==> src/rtl/lfms_pkg.sv <==
// ----------------------------------------------------------------------------
// lfms_pkg
// Shared codes and types of the leftmost-fill multi-stack core: operation
// codes, result status codes and the selection summary passed between the
// target picker and the top level.
// ----------------------------------------------------------------------------
package lfms_pkg;

	// Operation codes carried on the opcode field.
	localparam logic [1:0] OP_PUSH      = 2'd0;
	localparam logic [1:0] OP_POP_RIGHT = 2'd1;
	localparam logic [1:0] OP_POP_AT    = 2'd2;

	// Result status codes.
	localparam logic [1:0] ST_OK    = 2'd0;
	localparam logic [1:0] ST_EMPTY = 2'd1;
	localparam logic [1:0] ST_FULL  = 2'd2;

	// Width of the fixed payload fields.
	localparam int DATA_W = 32;
	localparam int ID_W   = 4;
	localparam int CFG_W  = 5;

	// What the picker decided for one operation.
	typedef struct packed {
		logic       wr;      // push lands on the target stack
		logic       rd;      // pop removes the top of the target stack
		logic [1:0] status;  // status code reported with the result
	} pick_t;

endpackage

==> src/rtl/lfms_pick.sv <==
// ----------------------------------------------------------------------------
// lfms_pick
// Target selection for one operation: the leftmost stack with room for a
// push, the rightmost non-empty stack for a plain pop, or the named stack
// for a pop-at-stack. Also forms the entry slot that the operation uses.
// ----------------------------------------------------------------------------
module lfms_pick
	import lfms_pkg::*;
#(
	parameter int NUM_STACKS   = 16,
	parameter int MAX_CAPACITY = 16
) (
	input  logic [1:0]                                              opcode,
	input  logic [ID_W-1:0]                                         stack_id,
	input  logic [$clog2(MAX_CAPACITY+1)-1:0]                       eff_cap,
	input  logic [$clog2(MAX_CAPACITY+1)-1:0]                       counts [NUM_STACKS],
	output logic [(NUM_STACKS > 1 ? $clog2(NUM_STACKS) : 1)-1:0]    target,
	output logic [(MAX_CAPACITY > 1 ? $clog2(MAX_CAPACITY) : 1)-1:0] slot,
	output pick_t                                                   pick
);

	localparam int SW  = NUM_STACKS > 1 ? $clog2(NUM_STACKS) : 1;
	localparam int SLW = MAX_CAPACITY > 1 ? $clog2(MAX_CAPACITY) : 1;
	localparam int CW  = $clog2(MAX_CAPACITY+1);

	logic          push_hit;
	logic [SW-1:0] push_idx;
	logic          right_hit;
	logic [SW-1:0] right_idx;
	logic          at_valid;
	logic [SW-1:0] at_idx;
	logic          at_hit;
	logic [CW-1:0] cnt;

	// Leftmost stack below capacity: the lowest index assigned last wins.
	always_comb begin
		push_hit = 1'b0;
		push_idx = '0;
		for (int s = NUM_STACKS - 1; s >= 0; s--) begin
			if (counts[s] < eff_cap) begin
				push_hit = 1'b1;
				push_idx = SW'(s);
			end
		end
	end

	// Rightmost non-empty stack: the highest index assigned last wins.
	always_comb begin
		right_hit = 1'b0;
		right_idx = '0;
		for (int s = 0; s < NUM_STACKS; s++) begin
			if (counts[s] != '0) begin
				right_hit = 1'b1;
				right_idx = SW'(s);
			end
		end
	end

	// Named stack: an id beyond the row behaves as an empty stack.
	assign at_valid = (32'(stack_id) < NUM_STACKS);
	assign at_idx   = SW'(stack_id);
	assign at_hit   = at_valid && (counts[at_idx] != '0);

	// Combine by operation.
	always_comb begin
		target      = '0;
		pick.wr     = 1'b0;
		pick.rd     = 1'b0;
		pick.status = ST_OK;
		case (opcode)
			OP_PUSH: begin
				target      = push_idx;
				pick.wr     = push_hit;
				pick.status = push_hit ? ST_OK : ST_FULL;
			end
			OP_POP_RIGHT: begin
				target      = right_idx;
				pick.rd     = right_hit;
				pick.status = right_hit ? ST_OK : ST_EMPTY;
			end
			OP_POP_AT: begin
				target      = at_idx;
				pick.rd     = at_hit;
				pick.status = at_hit ? ST_OK : ST_EMPTY;
			end
			default: begin
				target = '0;
			end
		endcase
	end

	// A push writes at the fill count, a pop reads just below it.
	assign cnt  = counts[target];
	assign slot = pick.wr ? SLW'(cnt) : SLW'(cnt - CW'(1));

endmodule

==> config.mk <==
export PLATFORM = sky130hd
export DESIGN_NAME = lfms_pick
export DESIGN_NICKNAME = d
export VERILOG_FILES = /design/src/rtl/lfms_pkg.sv /design/src/rtl/lfms_pick.sv
export SDC_FILE = /design/constraint.sdc
export NUM_CORES = 1
export LEC_CHECK = 0
export ABC_AREA = 1
export ABC_CLOCK_PERIOD_IN_PS = 4800
export CORE_UTILIZATION = 65
export DETAILED_ROUTE_END_ITERATION = 8
export DONT_BUFFER_PORTS = 1
export PLACE_DENSITY = 0.81
export SYNTH_ARGS = -nofsm -noshare
export SYNTH_HDL_FRONTEND = slang
export SYNTH_SLANG_ARGS = --single-unit
export TNS_END_PERCENT = 100
==> constraint.sdc <==
create_clock -name vclk -period 4.8
set_clock_uncertainty 0.2 [all_clocks]
set_input_delay 0.24 -clock vclk [all_inputs]
set_output_delay 0.24 -clock vclk [all_outputs]
set_load 0.02 [all_outputs]
# ---- Yosys cells after proc, flatten, opt, wreduce, memory -nomap -nowiden
# Index checks and enable logic that the tools add are counted.
# W data, S select, Z words.
dict set report op_classes {
  addsub 1
  order_cmp 18
  n_eq_ne 2
  mux 77
  bitwise 2
  reduce_logical 18
}
# cell count
set op_table {}
lappend op_table {{$mux W4} 33}
lappend op_table {{$reduce_bool A5 Y1} 17}
lappend op_table {{$lt A5 B5 Y1} 16}
lappend op_table {{$bmux W5 S4} 2}
lappend op_table {{$mux W1} 36}
lappend op_table {{$pmux W4 S3} 1}
lappend op_table {{$ge A5 B5 Y1 const B} 2}
lappend op_table {{$mux W5} 2}
lappend op_table {{$not A4 Y5} 2}
lappend op_table {{$pmux W2 S3} 1}
lappend op_table {{$sub A4 B1 Y4 const B} 1}
lappend op_table {{$eq A2 B1 Y1 const B} 1}
lappend op_table {{$eq A2 B2 Y1 const B} 1}
lappend op_table {{$logic_not A2 Y1} 1}
lappend op_table {{$mux W2} 1}
lappend op_table {{$pmux W1 S2} 1}
dict set report totals {
  regBits 0
  in_bits 91
  output_inout_bits 12
  wordCells 118
}

# ---- Logic depth before layout (Yosys ltp)
dict set report logic_depth {
  word_depth 24
  mapped_depth 35
  ltp_nobuf 34
}

# ---- Worst setup path before layout
# No wires, ideal clock.
dict set report synth_timing {
  kind {input to output}
  start {input eff_cap[2]}
  end {output slot[1] in the netlist's numbering}
  arrival_ps 3426
  t_required_ps 4360
  slack_ps 934
  stages 31
  path_buffers 1
  cell_sequence {inv_1 -> ha_1 -> nand2_1 -> inv_1 -> o21ai_0 -> nand3_1 -> nand2_1 -> nand2_1 -> nand2_1 -> nand2_1 -> nand2_1 -> nand2_1 -> nand2_1 -> nand2_1 -> nand2_1 -> nand2_1 -> nand2_1 -> nand2_1 -> nand2_1 -> nand2_2 -> nand2_4 -> nand2_8 -> buf_8 -> nand2_1 -> nand3_1 -> nand3_1 -> nand3_1 -> nand2_2 -> inv_1 -> ha_1 -> o21ai_0}
}
dict set report synth_via {
  elab_chain_len 24
  elab_cells_between_ends 56
  cone_classes {1 x add/sub; 16 x order compare; 38 x mux; 1 x bitwise}
}
# item line
set synth_rtl {}
lappend synth_rtl {{start, declared} lfms_pick.sv:15} ;# input logic [$clog2(MAX_CAPACITY+1)-1:0] eff_cap,
lappend synth_rtl {{$lt A5 B5 Y1} lfms_pick.sv:40} ;# if (counts[s] < eff_cap) begin
lappend synth_rtl {{$mux W4 (16 in a row)} lfms_pick.sv:40}
lappend synth_rtl {{$pmux W4 S3} lfms_pick.sv:70} ;# case (opcode)
lappend synth_rtl {{$not A4 Y5 (implied by the code)} lfms_pick.sv:93} ;# assign cnt = counts[target];
lappend synth_rtl {{$bmux W5 S4} lfms_pick.sv:93}
lappend synth_rtl {{$mux W4 (implied by the code) (2 in a row)} lfms_pick.sv:93}
lappend synth_rtl {{$sub A4 B1 Y4} lfms_pick.sv:94} ;# assign slot = pick.wr ? SLW'(cnt) : SLW'(cnt - CW'(1));
lappend synth_rtl {{$mux W4 *} lfms_pick.sv:94}
lappend synth_rtl {{end, declared} lfms_pick.sv:18} ;# output logic [(MAX_CAPACITY > 1 ? $clog2(MAX_CAPACITY) : 1)-1:0] slot,
# Every way passes the cells marked *; elsewhere a longest branch is shown, timed or not. The select of a mux whose other input is x is not followed.

# ---- Worst setup path in the final report
dict set report layout_timing {
  start {input eff_cap[4]}
  end {output slot[1] in the netlist's numbering}
}
# Same word-level chain as after synthesis.

==> flow_summary.yaml <==
grt:
  antenna_found_initial: 0
  grt_pass1_vias: 3732
  grt_max_degree: 36
  grt_pass1_wl_um: 16530
  overflow: 0
  track_usage_pct: 38.73
logic_synthesis:
  seq_area_frac_synth_pct: 0
  ys_warn_count: 0
  yosys-top-cells-area: "ha_1, nand2_1, nand3_1"
  ys_top_cells_by_count: "nand2_1, inv_1, nand3_1"
  netlist_instances: 586
  synth_top_cell_by_area: "ha_1"
  synth_top_area_share_pct: 25.89
  synth_cell_type_count: 46
  avgSynthCellArea_um2: 5.690
  yosysMostFrequentCell: "nand2_1"
  syn-num-nets: 746
  synthesis.area_um2: 3334
drt:
  vias: 4028
  drc_errors: 0
  ant_nets: 0
  first_pass_iters: 5
  wl_per_cell_um: 16.11
  drtIter0Drc: 436
  wl_um: 10510
  vias_per_cell: 6.178
sta:
  rsz0062_at_grt: "no"
  tightest_slew_ps: 1075
  post-route-period-util_pct: 91.53
  fmax_mhz: 227.6
  tns_ps: 0
  timing.final.ws_setup_ps: 406.7
  slew_viol_final: 0
  fin_crit_ps: 4393
  finalSetupViolCount: 0
  relSlewSlack_pct: 27.66
  finalHoldViolCount: 0
critical_path:
  cp-end-kind: "primary output"
  critPathKind: "input pin to primary output"
  critical-path-slowest-cell: "ha_1"
  crit_required_ps: 4360
  cp_max_fo: 35
  cpMostUsedCell: "nand2_1"
  arrival_ps: 3950
  startpoint: "eff_cap[4]"
  slowest_delay_ps: 320
  startpoint_type: "input pin"
floorplan:
  num_rows: 25
  die_y_um: 73.63
  die-area_um2: 5421
  io_pins: 103
  start_util_pct: 69.22
  fp.dieW_um: 73.63
  core_area_um2: 4817
worst_hold_path:
  min_from: "counts[79]"
  min_delay_path_depth: 5
  holdCritPathClass: "input pin to primary output"
  whs_endpoint: "pick[0]"
pwr:
  sequentialPowerShare_pct: 0
  internal-power_w: 0.0001316
  swShare_pct: 63.83
  p_clk_share_pct: 0
  p_per_area_nw_per_um2: 106.7
  p_switching_w: 0.0002323
  ir_worst_vdd_mv: 0.05543
  comb_power_share_pct: 100.0
  p_leak_nw: 1.800
placement:
  place_ws_ps: 441.7
  dp_hpwl_um: 8674
  gp_congestion: 0.9888
  portBuffers: 0
cts:
  holdBufCountCts: 0
  cts_setup_buffers: 0
layout:
  clkbuf_count: 0
  fin_util_pct: 70.81
  area_growth_pct: 2.289
  regArea_um2: 0
  seq_cells: 0
  num_antenna_cells: 0
  drive_gt1_share_pct: 5.128
  final_nets: 747
run_status:
  outcome: "complete, no violations"
flow_run:
  drv_cap: 0
==> cell families (layout without fill, tap and decap cells) <==
family	after synthesis	in the layout	synth area share, %
simple gates	326	326	44.58
buf+inv	105	104	13.28
compound gates	84	84	15.72
fa+ha+maj	69	69	25.89
xor+xnor	2	2	0.5254
==> critical path: cells and delay by family <==
family,cells,cell delay (ps)
AOI/OAI and AO/OA,1,230
adders and majority gates,2,590
buffers and inverters,5,830
and+or+nand+nor,23,2070
==> timing repair <==
| item | CTS | global route |
|---|---|---|
| setup endpoints to repair | 0 | 1 |
| gates resized for setup | 0 | 2 |
| hold endpoints to repair | 0 | 0 |
==> stage by stage <==
step,hold WS (ps),instance area (um2),total power (W),cells
after CTS,644.8,3403,0.0003561,652
after detailed placement,642.9,3403,0.0003547,652
after global routing,714.0,3411,0.0004089,652
after floorplan,593.7,3334,0.0002828,586
final,647.5,3411,0.0003639,652
after global placement,647.9,3403,0.0003411,652
==> how the worst max path moves through the flow <==
stage               endpoint  slack [ps]  cells after the start
finish               slot[1]         410                     31
detailed placement   slot[1]         440                     31
global placement     slot[1]         580                     31
global route         slot[2]          40                     27
CTS                  slot[1]         440                     31
floorplan            slot[1]         930                     31
==> placed cells by master, fill, tap and decap left out, types with 2 or more instances in the layout <==
master and instances:
buf_4 10, o21bai_1 3, nand2_1 140, xnor2_1 2
clkinvlp_4 2, clkinv_1 2, o21ai_0 18, inv_2 2
o21ai_1 5, nor3_1 6, and2_1 4, a21oi_1 31
nand4_1 9, nor2_2 3, o22ai_1 2, nor2_1 53
nand3b_1 11, nand3_1 81, and3_1 5, inv_1 88
o211ai_1 9, o221ai_1 2, nand2_2 6, nor4_1 4
ha_1 69
==> per-layer routing <==
layer	vias up	share of wire, %	GRT usage, %
met5	-	0	0
met4	0	1.4	7.051
met3	21	11	5.350
met2	251	47	68.09
met1	1782	41	50.33
li1	1974	-	-
==> power groups by stage <==
stage / clock [W] / combinational (W) / sequential, W
2_1_floorplan: 0 / 0.000283 / 0
3_3_place_gp: 0 / 0.000341 / 0
3_5_place_dp: 0 / 0.000355 / 0
4_1_cts: 0 / 0.000356 / 0
5_1_grt: 0 / 0.000409 / 0
6_report: 0 / 0.000364 / 0
==> area by class of cell <==
cell class,instances,area (um2)
Multi-Input combinational cell,481,2892
Fill cell,481,1406
Inverter,94,360.3
Timing Repair Buffer,10,75.07
Tap cell,67,83.83
Power figures use the tool's default switching activity.
